File: src/ogn_pkg.sv
// Shared constants, codes and control types of the octave gradient noise block.
package ogn_pkg;

   localparam int FRAC_BITS_DEF   = 16;
   localparam int MAX_OCTAVES_DEF = 8;
   localparam int IN_W            = 32;
   localparam int OUT_W           = 16;
   localparam int SEED_W          = 32;
   localparam int OCT_CFG_W       = 4;
   localparam int AMP_W           = 17;
   localparam int QUOT_W          = 17;
   localparam int CSR_IDX_W       = 2;
   localparam int CSR_DATA_W      = 32;
   localparam int HASH_W          = 32;
   localparam int GRAD_SEL_W      = 4;

   localparam logic [AMP_W-1:0] AMP_ONE  = AMP_W'(65536);
   localparam logic [AMP_W-1:0] PERS_RST = AMP_W'(32768);
   localparam logic [OUT_W-1:0] RES_MAX  = {OUT_W{1'b1}};

   typedef enum logic [CSR_IDX_W-1:0] {
      CSR_SEED    = 2'd0,
      CSR_OCTAVES = 2'd1,
      CSR_PERSIST = 2'd2
   } csr_idx_type;

   typedef struct packed {
      logic go;
      logic q16;
   } mul_ctl_type;

   typedef struct packed {
      logic busy;
      logic done;
   } div_sts_type;

endpackage

File: src/ogn_hash.sv
// One round of the seeded xorshift corner hash per cycle while go is high.
module ogn_hash import ogn_pkg::*; (
   input  logic              clock,
   input  logic              go,
   input  logic [HASH_W-1:0] a,
   input  logic [HASH_W-1:0] b,
   output logic [HASH_W-1:0] hash
);

   logic [HASH_W-1:0] hash_ff;

   function automatic logic [HASH_W-1:0] xs32(input logic [HASH_W-1:0] v);
      logic [HASH_W-1:0] r;
      r = v ^ (v << 13);
      r = r ^ (r >> 17);
      r = r ^ (r << 5);
      return r;
   endfunction

   always_ff @(posedge clock) begin
      if (go) begin
         hash_ff <= xs32(a + b);
      end
   end

   assign hash = hash_ff;

endmodule

File: config.mk
export PLATFORM = sky130hd
export DESIGN_NAME = ogn_hash
export DESIGN_NICKNAME = d
export VERILOG_FILES = /design/src/ogn_pkg.sv /design/src/ogn_hash.sv
export SDC_FILE = /design/constraint.sdc
export NUM_CORES = 1
export LEC_CHECK = 0
export ABC_AREA = 1
export BUFFER_PORTS_ARGS = -buffer_cell sky130_fd_sc_hd__buf_2
export CORE_ASPECT_RATIO = 2
export CORE_MARGIN = 4
export CORE_UTILIZATION = 45
export DETAILED_ROUTE_END_ITERATION = 10
export PLACE_DENSITY_LB_ADDON = 0.1
export SLEW_MARGIN = 20
export SYNTH_ARGS = -nofsm -noshare
export SYNTH_HDL_FRONTEND = slang
export SYNTH_SLANG_ARGS = --single-unit
File: constraint.sdc
create_clock -name clock -period 2.48 [get_ports clock]
set_input_delay 0.248 -clock clock [delete_from_list [all_inputs] [get_ports clock]]
set_output_delay 0.248 -clock clock [all_outputs]
set_load 0.05 [all_outputs]
Word level (Yosys, flattened, before mapping)
Index checks and enable logic that the tools add are counted. W data, S select, Z words.

$add $sub $neg: 1. Bitwise gates (word level): 3.

Operator list (count): $xor A32 B32 Y32 (2); $add A32 B32 Y32 (1); $xor A32 B15 Y32 (1).

Register bits after elaboration: 32. Input bits: 66. Output and inout port bits: 32. Logic and storage cells: 5.

Longest topological paths before layout
Depth after elaboration: 4. Depth in mapped cells: 19. Gate-level depth less buffers: 18.

Worst setup path before layout
Ideal clock, no wire load.

Path kind: input -> register. Start: input port a[0]. End: register hash_ff[7] (netlist: hash[7]), data pin. Library setup time: 0.257 ns. Data arrival time: 1.977 ns. Required time: 2.223 ns. Path slack: 0.246 ns. Stages on the path: 14. Path buffers: 0. Cell sequence: ha_1 > inv_1 > fa_1 > o21ai_0 > nand3_2 > nand2_2 > nand2_1 > nand4_1 > nand2_1 > nand2_2 > nand2_4 > nand2_2 > nand2_2 > xor2_1.

Word-level cells in the longest chain between the ends: 4.

Ends and longest elaborated chain: from (decl) (line ogn_hash.sv:5) `input logic [HASH_W-1:0] a,`; $add A32 B32 Y32 (line ogn_hash.sv:22) `hash_ff <= xs32(a + b);`; $xor A32 B32 Y32 (line ogn_hash.sv:14) `r = v ^ (v << 13);`; $xor A32 B15 Y32 (line ogn_hash.sv:15) `r = r ^ (r >> 17);`; $xor A32 B32 Y32 (line ogn_hash.sv:16) `r = r ^ (r << 5);`; to (signal assigned) (line ogn_hash.sv:22); to (decl) (line ogn_hash.sv:10) `logic [HASH_W-1:0] hash_ff;`.

Every way passes these cells. A chain may end at the register's enable or synchronous reset.

Worst setup path after layout
Start: input port a[5]. End: register hash_ff[10] (netlist: hash[10]), data pin.

The elaborated chain is that of the path after synthesis.

==> run summary <==
Synth area leaders: nand2_1 (27%), edfxtp_1 (21%), inv_1 (11%), ha_1 (8.4%), nand3_1 (7.6%)
Min-Delay Endpoint: hash[17]
Peak supply drop: 0.476 mV
Die ar.: 12,100 um^2
Sequential share of the synthesized area: 20.8%
Maxcap violations: 0
Root Driver: clkbuf_16
GR Overflow Total: 0
Area Overhead vs Synth: 24.4%
CTS clk-pin slew, worst paths: 0.05 ns
Status: finished, final reports clean
Area leader, netlist: nand2_1
Hold_ws: 0.538 ns
Rows: 52
Worst-margin pin slew: 0.660 ns
CTS tree: built
RSZ-0062 raised after global routing: false
Crit start category: input port
Post-CTS setup buffer count: 0
Chip Height: 151 um
DR vias: 5,022
Final period utilization: 92.0%
Yosys cell types: 30
Register area: 961 um^2
CTS H-Tree Depth: 2
Max FFs per register: 32
Register bit total from synthesis: 32
Share of layout cells above drive strength 1: 23.2%
Post-DP HPWL: 12,800 um
CTS Buffer Depth: 2
Starting density of the core: 45.9%
Final-report setup violation count: 0
Place WS: -0.103 ns
Arrival time worst endpoint: 2.31 ns
Critical Path RT: 2.51 ns
Setup WS post-layout: 0.197 ns
Fmax: 438 MHz
Initial detailed-routing violation count: 174
Hold crit path type: in -> reg
DR DRC count: 0
Clock sink count: 32
Grt met2 use: 48.4%
Area of the multi-input gates: 3120 um^2
FILL cells: 1,016
Drt total wl: 14,100 um
GPL Wtd Cong: 0.994
Final hold viol count: 0
Final Slew Violations: 0
GR Layer Usage met1: 21.6%
Post-Syn Nets: 868
Input/output buffers: 97
Final ANT Viol Nets: 0
CORE AREA: 10,100 um^2
Final #Nets: 1,017
Ports: 98
Mapped Avg Cell Area: 6.01 um^2
Vias in the first global route: 4,941
Post-Synthesis Cell Area: 4620 um^2
P per Cell Area: 689 nW/um^2
Die Span X: 79.7 um
Worst-path fanout max: 4
Post-Syn Instances: 770
GR peak layer: met2
Syn. warnings: 0
Leakage power: 3.53 nW
Setup crit end kind: flip-flop
Synth top area share: 26.5%
Drt wl/cell: 13.3 um
Hold path depth: 1
All-Layer GR Usage: 24.0%
Hold Startpoint: go
Tmin final: 2.28 ns
Setup CP Type: in -> reg
Initial antenna violation count: 0
Finished Core Util: 57.1%
Drt pass-1 iters: 5
Final TNS setup: 0 ns
CTS Buf Count: 5
Slew headroom: 56.0%
Met3 Usage GRT: 1.49%
First-pass GRT wire length: 22,100 um
Vias per Instance: 4.76
Diodes inserted: 0
Largest net degree at the start of global routing: 33
==> what timing repair did <==
action	in CTS	in global routing
resized for setup	0	1
hold buffers	0	0
endpoints found under the setup margin	0	1
==> synth_stat cells <==
library cell,instances
o21bai_1,2
xor3_1,1
xor2_2,2
nand2_1,327
nand2_4,3
nor2_1,39
and2_1,2
xnor3_1,3
buf_6,1
nand3_2,11
a21oi_2,1
ha_1,31
nor2_2,4
inv_1,139
o21ai_0,2
nand2_2,36
xor2_1,18
inv_2,4
edfxtp_1,32
a21o_1,1
or2_1,2
o21a_1,1
nand3b_1,7
a21oi_1,20
nand3_4,1
nand3_1,70
xnor2_1,4
nand4_1,3
fa_1,1
nor3_1,2
==> worst max-delay path by stage <==
stage / start / to / depth (start not counted)
2_1_floorplan: a[0] / hash[7] / 14
3_3_place_gp: a[12] / hash[9] / 17
3_5_place_dp: a[12] / hash[9] / 17
4_1_cts: a[12] / hash[9] / 17
5_1_grt: a[8] / hash[9] / 17
6_report: a[5] / hash[10] / 18
==> layout by cell type (no fill, tap or decap) <==
cell type	n
xnor2_1	4
nand3b_1	7
xor3_1	1
xor2_2	2
nand3_4	1
inv_2	4
clkbuf_16	5
fa_1	1
clkinvlp_4	1
nor2_2	4
buf_4	46
o21bai_1	2
nor3_1	2
a21o_1	1
nand2_2	36
nand3_2	11
buf_2	97
nand4_1	3
ha_1	31
o21ai_0	2
nand2_4	3
nand3_1	70
inv_1	139
or2_1	2
nand2_1	327
clkinv_2	1
xor2_1	18
a21oi_2	2
xnor3_1	3
nor2_1	39
edfxtp_1	32
o21a_1	1
and2_1	2
a21oi_1	19
==> area by class of cell <==
| type | instances | share of cell area (%) |
|---|---|---|
| flip-flops and latches | 32 | 16.7 |
| clock inverters | 2 | 0.217 |
| clock buffers | 5 | 2.17 |
| repair buffers | 143 | 14.4 |
| well taps | 135 | 2.94 |
| multi-input cells | 594 | 54.2 |
| inverters | 143 | 9.33 |
==> report_power, final <==
part           total [mW]  switching, mW  internal [mW]  leakage (nW)
clock network       0.575          0.212          0.363        0.0657
logic                2.51           1.72          0.784          3.15
registers           0.882         0.0319          0.850         0.312
total                3.96           1.97           2.00          3.53
==> critical path, stage by stage <==
cell	delay, ns
buf_2	0.10
ha_1	0.39
nand2_4	0.12
inv_1	0.04
a21oi_1	0.22
nand2_1	0.14
nand2_1	0.12
nand2_2	0.07
nand2_1	0.06
inv_1	0.03
nor2_1	0.26
inv_1	0.07
nand2_1	0.12
nand2_2	0.08
nand2_1	0.07
nand2_1	0.07
nand2_1	0.06
nand2_1	0.05
==> per-stage QoR <==
step / instance area [um^2] / cells / total power [mW]
after floorplan: 4620 / 770 / 2.70
after global placement: 5610 / 1047 / 3.36
after detailed placement: 5610 / 1047 / 3.41
after CTS: 5750 / 1054 / 3.99
after global routing: 5750 / 1054 / 4.23
final: 5750 / 1054 / 3.96
==> metal layers <==
metal	up-vias	wire [um]
met5	-	0
met4	0	919
met3	37	386
met2	99	7890
met1	2217	4870
li1	2669	-
==> kinds of logic after synthesis <==
group,after synthesis,share of synthesized area (%)
compound gates,27,3.22
xor+xnor,28,6.84
fa+ha+maj,32,8.82
buf+inv,144,11.9
flops,32,20.8
simple gates,507,48.5
No activity file was read; power rests on OpenSTA's default activity.
