## src/ogn_pkg.sv

```systemverilog
// Shared constants, codes and control types of the octave gradient noise block.
package ogn_pkg;

   localparam int FRAC_BITS_DEF   = 16;
   localparam int MAX_OCTAVES_DEF = 8;
   localparam int IN_W            = 32;
   localparam int OUT_W           = 16;
   localparam int SEED_W          = 32;
   localparam int OCT_CFG_W       = 4;
   localparam int AMP_W           = 17;
   localparam int QUOT_W          = 17;
   localparam int CSR_IDX_W       = 2;
   localparam int CSR_DATA_W      = 32;
   localparam int HASH_W          = 32;
   localparam int GRAD_SEL_W      = 4;

   localparam logic [AMP_W-1:0] AMP_ONE  = AMP_W'(65536);
   localparam logic [AMP_W-1:0] PERS_RST = AMP_W'(32768);
   localparam logic [OUT_W-1:0] RES_MAX  = {OUT_W{1'b1}};

   typedef enum logic [CSR_IDX_W-1:0] {
      CSR_SEED    = 2'd0,
      CSR_OCTAVES = 2'd1,
      CSR_PERSIST = 2'd2
   } csr_idx_type;

   typedef struct packed {
      logic go;
      logic q16;
   } mul_ctl_type;

   typedef struct packed {
      logic busy;
      logic done;
   } div_sts_type;

endpackage

```

## src/ogn_mul.sv

```systemverilog
// Shared signed multiplier with round-half-up scaling by the fraction width or by 16.
module ogn_mul import ogn_pkg::*; #(
   parameter int FRAC_BITS = FRAC_BITS_DEF,
   parameter int MW        = FRAC_BITS_DEF + 18
) (
   input  logic                 clock,
   input  mul_ctl_type          ctl,
   input  logic signed [MW-1:0] a,
   input  logic signed [MW-1:0] b,
   output logic signed [MW-1:0] prod
);

   localparam int PW = 2 * MW;
   localparam logic signed [PW-1:0] RND_F  = PW'(1) <<< (FRAC_BITS - 1);
   localparam logic signed [PW-1:0] RND_16 = PW'(1) <<< 15;

   logic signed [PW-1:0] full;
   logic signed [PW-1:0] scaled;
   logic signed [MW-1:0] prod_ff;

   always_comb begin
      full = PW'(a) * PW'(b);
      if (ctl.q16) begin
         scaled = (full + RND_16) >>> 16;
      end else begin
         scaled = (full + RND_F) >>> FRAC_BITS;
      end
   end

   always_ff @(posedge clock) begin
      if (ctl.go) begin
         prod_ff <= scaled[MW-1:0];
      end
   end

   assign prod = prod_ff;

endmodule

```

## config.mk

```make
export PLATFORM = sky130hd
export DESIGN_NAME = ogn_mul
export DESIGN_NICKNAME = d
export VERILOG_FILES = /design/src/ogn_pkg.sv /design/src/ogn_mul.sv
export SDC_FILE = /design/constraint.sdc
export NUM_CORES = 2
export LEC_CHECK = 0
export ABC_AREA = 1
export BUFFER_PORTS_ARGS = -buffer_cell sky130_fd_sc_hd__buf_2
export CAP_MARGIN = 40
export CORE_MARGIN = 10
export CORE_UTILIZATION = 45
export CTS_CLUSTER_SIZE = 24
export DETAILED_ROUTE_END_ITERATION = 8
export PLACE_DENSITY = 0.72
export SLEW_MARGIN = 20
export SYNTH_ARGS = -nofsm -noshare
export SYNTH_HDL_FRONTEND = slang
export SYNTH_SLANG_ARGS = --single-unit
export TNS_END_PERCENT = 10
```

## constraint.sdc

```tcl
create_clock -name clock -period 7.9 [get_ports clock]
set_input_delay 1.58 -clock clock [delete_from_list [all_inputs] [get_ports clock]]
set_output_delay 1.58 -clock clock [all_outputs]
set_load 0.01 [all_outputs]
```

== Word level (Yosys, flattened, before mapping) ==
Index checks and enable logic that the tools add are counted.

* Word-level logic and storage cells: 3
* Output and inout port bits: 34
* Bits in registers: 34
* Bits of input ports: 71

* Multipliers: 1
* $add $sub $neg: 1

{| class="wikitable"
|+ Operators by type and width
! cell !! number
|-
| 50-bit by 17-bit adder with 50-bit output (second input constant) || 1
|-
| 34-bit by 34-bit multiplier with 50-bit output || 1
|}

== Longest topological paths before layout ==
* Word-level depth: 2
* Gate-level depth with buffers: 33
* Depth with buffers taken out: 31

== Worst setup path before layout ==
OpenSTA, ideal clock, no wires.

* Kind: input to register
* Start: input b[2]
* End: register prod_ff[33] (netlist: prod[33]), data pin
* Buffers on the path: 2
* Stages: 30
* Arrival: 7827 ps
* Slack: -180 ps
* Library setup time: 252 ps
* Cell sequence: clkbuf_1 > clkbuf_1 > nand2_1 > inv_1 > fa_1 > inv_1 > fa_1 > inv_1 > fa_1 > inv_1 > fa_1 > fa_1 > inv_1 > fa_1 > inv_1 > fa_1 > inv_1 > fa_1 > ha_1 > inv_1 > nor3_1 > nand2_1 > inv_1 > nand2_1 > nor3_1 > nand2_1 > nand3_1 > inv_1 > nand3_1 > nand2_1

* Cells in the longest elaborated chain, start to end: 2

{| class="wikitable"
|+ RTL lines
! element !! RTL line !! RTL
|-
| from (decl) || ogn_mul.sv:9 || <nowiki>input logic signed [MW-1:0] b,</nowiki>
|-
| 34-bit by 34-bit multiplier with 50-bit output || ogn_mul.sv:22 || <nowiki>full = PW'(a) * PW'(b);</nowiki>
|-
| 50-bit by 17-bit adder with 50-bit output || ogn_mul.sv:24, ogn_mul.sv:26 ||
|-
| net scaled[33] || ogn_mul.sv:18 || <nowiki>logic signed [PW-1:0] scaled;</nowiki>
|-
| to (signal assigned) || ogn_mul.sv:32 || <nowiki>prod_ff <= scaled[MW-1:0];</nowiki>
|-
| to (decl) || ogn_mul.sv:19 || <nowiki>logic signed [MW-1:0] prod_ff;</nowiki>
|}

The timed path passes the listed nets, and every way through them passes these cells.
A chain may end at the register's enable or synchronous reset.

== Worst setup path after layout ==
* Start: input b[5]
* End: register prod_ff[27] (netlist: prod[27]), data pin

The elaborated chain is that of the path after synthesis.

==> impl_results.md <==
* Vias in the first global route at between 30000 and 40000
* Top_reg_cell synth: edfxtp_1
* WL final at between 100000 and 150000 microns
* Layout cells sized above 1 at 0.191
* RSZ-0062 raised after global routing: true
* Worst-Margin Slew at about 770 ps
* Worst relative slew slack at 0.488
* DP Area at 40600 sq um
* GP Congestion at roughly 0.9
* Post-CTS Hold Buffers at 0
* Largest net degree at the start of global routing at 35
* Post-synth EDFFs at 34
* Clock Path Buffers at 2
* I/O Buffers at 103
* First-pass GRT wire length at 163000 microns
* Final min period at between 7000 and 8000 ps
* Kind of critical path: input port to flip-flop
* Synth area leaders: fa_1 (52%), inv_1 (17%), nand2_1 (12%)
* Hold_sp: ctl[1]
* Critical path capture point type: flip-flop
* Synthesized cell area at approximately 36000 sq um
* Hold crit path type: input port to flip-flop
* DRT Pass-1 Iters at 6
* Netlist cell types at 44
* H-tree depth at 2
* Tot GR Track Use at 0.227
* DRC viols at 0
* Fin nets at 6129
* Slew Viols, Final at 0
* CP startpoint kind: input port
* Final hold violation count at 0
* Mapped Avg Cell Area at 7.78 sq um
* Die X at between 300 and 400 microns
* Clock root cell: clkbuf_16
* Final worst-path cycle share at 0.997
* Synth area leader: fa_1
* Register area share after synthesis at 0.0286
* Vias at a little under 30000
* Crit Path Max Fanout at 6
* Area grow syn2layout at 20.5%
* Max-cap viol count at 0
* Grt ovf at 0
* Critical Path RT at 7920 ps
* Post-DRT Antenna Nets at 0
* Chip Height at between 300 and 400 microns
* Initial antenna violation count at 2
* DRT iter0 DRCs at 1926
* Ys Warns at 0
* Final setup fails at 0
* Routed vias/inst at between 4 and 5
* Final worst slack at 21.0 ps
* Die area at 91000 sq um
* CTS Buf Count at 5
* CTS clk-pin slew, worst paths at about 50 ps
* Starting Density at 0.453
* Rows at roughly 100
* Clk sinks at 34
* CTS tree: built
* Top Ports at between 100 and 150
* Pre-CTS setup slack at -755 ps
* Hold Path Stages at 1
* Async SR Flop Fraction at 0
* Flop and latch count out of synthesis at 34
* Cell area after layout at between 40000 and 50000 sq um
* Syn_nets at 5773
* Min Hold Slack at a little under 2000 ps
* Gate count after technology mapping at 4587
* Run status: complete, no violations
* Worst EP arrival at ~7900 ps
* Fmax at approximately 130 MHz
* Post-DP HPWL at around 87000 microns
* Hold Path End: prod[2]
* Max FFs per register at 34
* Core area at a little under 80000 sq um
* Wire per inst at approximately 17 microns
* Post-synth top area share at 0.524
-- layout by cell type, fill, tap and decap left out, types with 11 or more instances in the layout --
cell type / n
inv_1: 1569
nand2_1: 1150
fa_1: 893
buf_4: 385
ha_1: 145
inv_2: 67
buf_2: 67
buf_12: 57
nor2_1: 42
fa_2: 42
buf_6: 42
nand3_1: 40
ha_4: 35
edfxtp_1: 34
nand2_2: 33
nor2_2: 32
a21oi_2: 30
a21oi_1: 27
nor2_4: 25
xor2_1: 18
nand3_2: 16
o21ai_1: 14
xnor2_1: 14
nand2_4: 13
clkbuf_16: 12
o21ai_2: 11
buf_8: 11
-- Yosys cell counts, types with 15 or more instances --
master       n
buf_1       23
inv_1     1623
ha_1       180
nand2_1   1189
o21ai_0     25
clkbuf_1   181
xor2_1      28
fa_1       935
nor2_1      89
edfxtp_1    34
nand3_1     54
a21oi_1     62
inv_2       19
buf_2       18
xnor2_1     15
-- cell type report --
type | instances | area (sq um)
clock buffer | 6 | 129
inverter | 1643 | 6180
clock inverter | 2 | 8.76
sequential | 34 | 1020
tap | 1050 | 1310
timing repair buffer | 575 | 5250
multi-input combinational | 2684 | 29100
fill | 7050 | 35800
antenna | 1 | 2.50
-- critical path, stage by stage --
cell	delay [ps]
buf_4	170
nand2_2	80
inv_2	40
fa_1	490
inv_2	50
fa_1	540
inv_2	40
fa_2	610
clkinv_4	120
buf_6	150
fa_1	520
inv_2	50
fa_1	460
fa_1	510
fa_1	550
inv_2	40
fa_1	520
inv_2	60
ha_4	260
buf_4	150
a31oi_2	200
nand2_1	110
a21oi_1	150
o211ai_2	180
xor2_2	220
-- logic make-up (layout without fill, tap and decap cells) --
logic type	Yosys count	count (layout)	share of synthesized area
other cells	0	1	0
buf+inv	1869	2226	0.198
flops	34	34	0.0286
xor+xnor	43	43	0.0105
simple gates	1390	1390	0.154
fa+ha+maj	1115	1115	0.587
compound gates	136	136	0.0220
-- layer usage --
layer	vias to the layer above	share of wire	global-route usage
met5	-	0.000069	0
met4	2	0.054	0.0909
met3	273	0.069	0.0326
met2	1033	0.50	0.404
met1	14400	0.37	0.272
li1	13100	-	-
-- metrics by stage --
stage / TNS, ps / instances / util
after global routing: -1730 / 5995 / 0.546
after detailed placement: -17740 / 5943 / 0.515
after global placement: -16210 / 5943 / 0.515
final: 0 / 5995 / 0.546
after floorplan: 0 / 4587 / -
after CTS: -42.6 / 5970 / 0.528
-- how the worst max path moves through the flow --
stage / end / start / depth (start not counted)
2_1_floorplan: prod[33] / b[9] / 28
3_3_place_gp: prod[25] / b[7] / 29
3_5_place_dp: prod[25] / b[7] / 29
4_1_cts: prod[22] / b[1] / 30
5_1_grt: prod[27] / b[1] / 28
6_report: prod[27] / b[5] / 25
-- repair_timing --
action | in CTS | in global routing
gates resized for setup | 198 | 304
pin swaps | 80 | 158
endpoints found under the setup margin | 30 | 34
endpoints found under the hold margin | 0 | 0
cloned | 0 | 7
setup buffers | 20 | 19
Power is left out: the tool's default activity adds up to more than one toggle a clock period on the data nets, which glitch-free logic cannot reach.
