--- src/ogn_pkg.sv ---
// Shared constants, codes and control types of the octave gradient noise block.
package ogn_pkg;

   localparam int FRAC_BITS_DEF   = 16;
   localparam int MAX_OCTAVES_DEF = 8;
   localparam int IN_W            = 32;
   localparam int OUT_W           = 16;
   localparam int SEED_W          = 32;
   localparam int OCT_CFG_W       = 4;
   localparam int AMP_W           = 17;
   localparam int QUOT_W          = 17;
   localparam int CSR_IDX_W       = 2;
   localparam int CSR_DATA_W      = 32;
   localparam int HASH_W          = 32;
   localparam int GRAD_SEL_W      = 4;

   localparam logic [AMP_W-1:0] AMP_ONE  = AMP_W'(65536);
   localparam logic [AMP_W-1:0] PERS_RST = AMP_W'(32768);
   localparam logic [OUT_W-1:0] RES_MAX  = {OUT_W{1'b1}};

   typedef enum logic [CSR_IDX_W-1:0] {
      CSR_SEED    = 2'd0,
      CSR_OCTAVES = 2'd1,
      CSR_PERSIST = 2'd2
   } csr_idx_type;

   typedef struct packed {
      logic go;
      logic q16;
   } mul_ctl_type;

   typedef struct packed {
      logic busy;
      logic done;
   } div_sts_type;

endpackage

--- src/ogn_div.sv ---
// Restoring divider, one quotient bit per cycle, for the final normalisation.
module ogn_div import ogn_pkg::*; #(
   parameter int XW = AMP_W + 4
) (
   input  logic              clock,
   input  logic              reset,
   input  logic              go,
   input  logic [XW-1:0]     num_hi,
   input  logic [QUOT_W-1:0] num_lo,
   input  logic [XW-1:0]     den,
   output logic [QUOT_W-1:0] quot,
   output div_sts_type       sts
);

   localparam int CNT_W = $clog2(QUOT_W + 1);

   logic [XW-1:0]     rem_ff;
   logic [QUOT_W-1:0] lo_ff;
   logic [QUOT_W-1:0] q_ff;
   logic [XW-1:0]     den_ff;
   logic [CNT_W-1:0]  cnt_ff;
   logic              busy_ff;
   logic              done_ff;
   logic [XW:0]       r2;
   logic              ge;
   logic [XW:0]       diff;

   always_comb begin
      r2   = {rem_ff, lo_ff[QUOT_W-1]};
      ge   = (r2 >= {1'b0, den_ff});
      diff = r2 - {1'b0, den_ff};
   end

   always_ff @(posedge clock) begin
      if (reset) begin
         busy_ff <= 1'b0;
         done_ff <= 1'b0;
      end else begin
         done_ff <= 1'b0;
         if (go) begin
            rem_ff  <= num_hi;
            lo_ff   <= num_lo;
            den_ff  <= den;
            q_ff    <= '0;
            cnt_ff  <= CNT_W'(QUOT_W);
            busy_ff <= 1'b1;
         end else if (busy_ff) begin
            rem_ff <= ge ? diff[XW-1:0] : r2[XW-1:0];
            lo_ff  <= lo_ff << 1;
            q_ff   <= {q_ff[QUOT_W-2:0], ge};
            cnt_ff <= cnt_ff - 1'b1;
            if (cnt_ff == CNT_W'(1)) begin
               busy_ff <= 1'b0;
               done_ff <= 1'b1;
            end
         end
      end
   end

   assign quot     = q_ff;
   assign sts.busy = busy_ff;
   assign sts.done = done_ff;

endmodule

--- config.mk ---
export PLATFORM = sky130hd
export DESIGN_NAME = ogn_div
export DESIGN_NICKNAME = d
export VERILOG_FILES = /design/src/ogn_pkg.sv /design/src/ogn_div.sv
export SDC_FILE = /design/constraint.sdc
export NUM_CORES = 1
export LEC_CHECK = 0
export BUFFER_PORTS_ARGS = -buffer_cell sky130_fd_sc_hd__buf_2
export CAP_MARGIN = 40
export CORE_UTILIZATION = 30
export CTS_CLUSTER_DIAMETER = 50
export DETAILED_ROUTE_END_ITERATION = 12
export HOLD_SLACK_MARGIN = 0.15
export SYNTH_ARGS = -nofsm -noshare
export SYNTH_HDL_FRONTEND = slang
export SYNTH_SLANG_ARGS = --single-unit
--- constraint.sdc ---
create_clock -name clock -period 9.8 [get_ports clock]
set_clock_uncertainty 0.2 [all_clocks]
set_input_delay 1.96 -clock clock [delete_from_list [all_inputs] [get_ports clock]]
set_output_delay 1.96 -clock clock [all_outputs]
set_load 0.005 [all_outputs]
### Word level (Yosys, flattened, before mapping)

Cells that the tools add are included.

* divide/modulo/power cells: 0
* muxes and demuxes: 11
* multipliers: 0
* eq/ne operators: 1
* add/subtract/negate cells: 2
* shift operators: 0
* bitwise operators: 2
* reductions and logical operators: 4
* $lt $le $gt $ge: 1

Operator list (count)
* two-way mux 21 bit: 3
* two-way mux 17 bit: 3
* greater-or-equal comparator 22 x 21 -> 1 bit: 1
* subtractor 21 bit: 1
* == test 5 x 1 -> 1 bit (second input constant): 1
* two-way mux 5 bit: 1
* subtractor 5 x 1 -> 5 bit (second input constant): 1
* two-way mux 1 bit: 4
* AND reduction 2 bit: 2
* OR reduction 3 bit: 1
* inverter 1 bit: 2
* nonzero test 2 bit: 1

* bits in registers: 83
* logic and storage cells: 28
* bits in read-only memories: 0
* input port bits: 62
* output and inout port bits: 19
* memories: 0
* memory bits (writable): 0
* latch bits: 0

### Longest topological paths before layout

* word-level depth: 4
* mapped depth: 12
* gate-level depth less buffers: 11

### Least setup slack after synthesis

Ideal clock, no wire load.

* path type: input to register
* start: input go
* end: register cnt_ff[0], enable pin
* stages on the path: 4
* arrival: 5.096 ns
* setup time: 0.478 ns
* slack: 4.026 ns
* path buffers: 2
* data required time: 9.122 ns
* cells stage by stage: clkbuf_1 -> clkbuf_1 -> nor2_1 -> nor2_1

* cells in the longest elaborated chain, start to end: 2

Ends and longest elaborated chain
* from (decl): RTL line ogn_div.sv:7 `input logic go,`
* nonzero test 2 bit (no line)
* AND reduction 2 bit (no line)
* to (signal assigned): RTL line ogn_div.sv:45 `cnt_ff <= CNT_W'(QUOT_W);`
* to (signal assigned): RTL line ogn_div.sv:51 `cnt_ff <= cnt_ff - 1'b1;`
* to (decl): RTL line ogn_div.sv:21 `logic [CNT_W-1:0] cnt_ff;`

Every way passes these cells.
A chain may end at the register's enable or synchronous reset.

### Final worst setup path

* start: input go
* end: register den_ff[18], enable pin

* cells in the longest elaborated chain, start to end: 1

Ends and longest elaborated chain
* AND reduction 2 bit (no line)
* to (signal assigned): RTL line ogn_div.sv:43 `den_ff <= den;`
* to (decl): RTL line ogn_div.sv:20 `logic [XW-1:0] den_ff;`

Every way passes these cells.

==> results.cfg <==
[place]
dp_cells = 659
pre_cts_ws_ps = 4750
place.gp.congestion = 0.831
post-dp-hpwl_mm = 7.25
place_area_sq_um = 5240
numPortBuffers = 80

[route]
drc_errors = 0
ant_nets = 0
drt_wl_total_mm = 9.99
m1WireLength_mm = 4.62
top_layer_used = met4
dr.pass1.iters = 4
viasPerCell = 4.94
route.met2.wl_mm = 4.62
met3_length_microns = 567
vias = 3333
wl_per_cell_microns = 14.8
drt-initial-drc-count = 210

[power_and_ir_drop]
ir_drop_v = 0.0000895
p_leak_nw = 2.23
pwr_density_cell_nw_per_um2 = 186
p_total_mw = 1.04

[sta]
fin_crit_ps = 4620
whs_ps = 314
min_period_over_period_pct = 47.2
hold_viol = 0
tightest_slew_ps = 766
setup_violations = 0
final.setup.worst_slack_ps = 5180
finalMaxSlewViolations = 0
relSlewSlack_pct = 49.0
fin_tns_setup_ps = 0
fmax_mhz = 216
rsz0062_at_grt = false

[synthesis]
ys_seq_elements = 83
synth_warnings = 0
ys.flop_type = edfxtp_1
synth_top_area_share_pct = 52.5
avgSynthCellArea_sq_um = 11.5
synth_largest_area_cell = edfxtp_1
synth_cells = 404
synth_edf_count = 81
syn_nets = 490
synth_area_leaders = edfxtp_1, ha_1, mux2_2
synth_area_sq_um = 4630
ys_async_sr_fraction_pct = 0
synth.distinct_cells = 57
yosysSeqAreaShare_pct = 53.4

[floorplan]
rows = 45
die-area_sq_um = 15900
chipWidth_microns = 126
io_pins = 81
start_util_pct = 30.6
fp.coreArea_sq_um = 15100
die_h_microns = 126

[critical_path]
crit_fanout = 77
worstSetupPathType = in -> reg
reg2reg_from = lo_ff[16]
cp_data_arrival_time_ps = 4450
r2r_end = rem_ff[20]
r2r_slack_ps = 6040
crit_path_end_kind = register
cp-startpoint = go
reg2reg_depth = 12
cp.required_ps = 9630
start_kind = primary input

[grt]
overflow = 0
grt_usage_pct = 13.5
grt_antenna_before_repair = 0
grt_max_degree = 78
grt_pass1_vias = 3419
grt_first_pass_wirelength_mm = 16.7

[finish]
stdcell_count = 675
final_util_pct = 36.8
fin_nets = 568
final_common_cell = edfxtp_1
drive_gt1_share_pct = 26.5
num_antenna_cells = 0
stdcell_area_sq_um = 5580
layout_common_cells = edfxtp_1, buf_2, inv_1, nand2_1, nor2_1
syn2layout_area_growth_pct = 20.4

[clocking]
numClockSinks = 83
cts_resized = 0
cts_tree = done
cts.path.max_buffers = 2
cts_root_buf = clkbuf_16
cts-htree-levels = 3
clk_pin_slew_ps = 60
cts-buffers-inserted = 9
postCtsHoldBufs = 0
clk-insertion-delay-late_ps = 340
cts_post_setup_buffers_inserted = 0

[run]
cap_violations = 0

[hold_path]
worstHoldPathType = reg -> reg
hold_path_end = done_ff
hold_depth = 1
min-delay-start = busy_ff

[outcome]
status = complete, no violations
-- metal layers --
metal | track usage, % | up-vias
met3 | 4.76 | 17
met4 | 4.18 | 0
li1 | - | 1656
met2 | 21.3 | 87
met1 | 17.2 | 1573
met5 | 0 | -
-- cell usage after synthesis, types with 3 or more instances --
master     n
buf_4      3
a31oi_1    5
mux2_2    19
o21ai_0   11
a31o_2     3
and2_1     5
a21o_1     8
a21oi_1   23
nand2_1   25
ha_1      23
xor2_1     6
nor3_1     6
nand3_1   15
o311ai_0   5
inv_1     28
xnor2_1    9
a211oi_1   5
edfxtp_1  81
or3_1      3
o21a_1     4
nand2b_1   5
nor2b_1   20
clkbuf_1  10
nor2_1    26
o21ai_1    5
o31ai_1    4
a311o_1    3
mux2i_1    6
-- state kept, by name, indices dropped and copies added, names as in the netlist --
name and flops:
quot 17, cnt_ff 5, den_ff 21, lo_ff 17, done_ff 1, busy_ff 1
rem_ff 21
-- critical path, stage by stage --
cell      delay (ps)
buf_2             80
buf_4            600
clkinv_1         780
nor2_2           670
buf_4            340
-- worst max-delay path by stage --
stage | end | slack [ps]
6_report | den_ff[18] | 5180
3_5_place_dp | den_ff[20] | 4750
3_3_place_gp | den_ff[19] | 4810
5_1_grt | den_ff[18] | 4830
4_1_cts | den_ff[18] | 5130
2_1_floorplan | cnt_ff[0] | 4030
-- cell type report --
type                    count  area [sq um]
inverters                  29           109
repair buffers             84           450
clock inverters             7           116
well taps                 188           235
fillers                  1500          9570
flip-flops and latches     83          2470
clock buffers               9           225
multi-input cells         275          1970
-- power by group --
| group | total, mW | switching (mW) | internal, mW |
|---|---|---|---|
| Clock | 0.386 | 0.138 | 0.248 |
| Sequential | 0.436 | 0.0112 | 0.425 |
| Combinational | 0.215 | 0.120 | 0.0948 |
| Total | 1.04 | 0.269 | 0.768 |
-- logic make-up (layout without fill, tap and decap cells) --
family / count (synthesis) / count (layout) / synth area share [%]
DFF: 83 / 83 / 53.4
AOI/OAI and AO/OA: 95 / 95 / 14.2
and+or+nand+nor: 116 / 116 / 12.7
xor gates and xnor gates: 15 / 15 / 2.84
muxes: 25 / 25 / 5.92
adders and majority gates: 24 / 24 / 6.65
buffers and inverters: 46 / 129 / 4.32
Power figures use the tool's default switching activity.
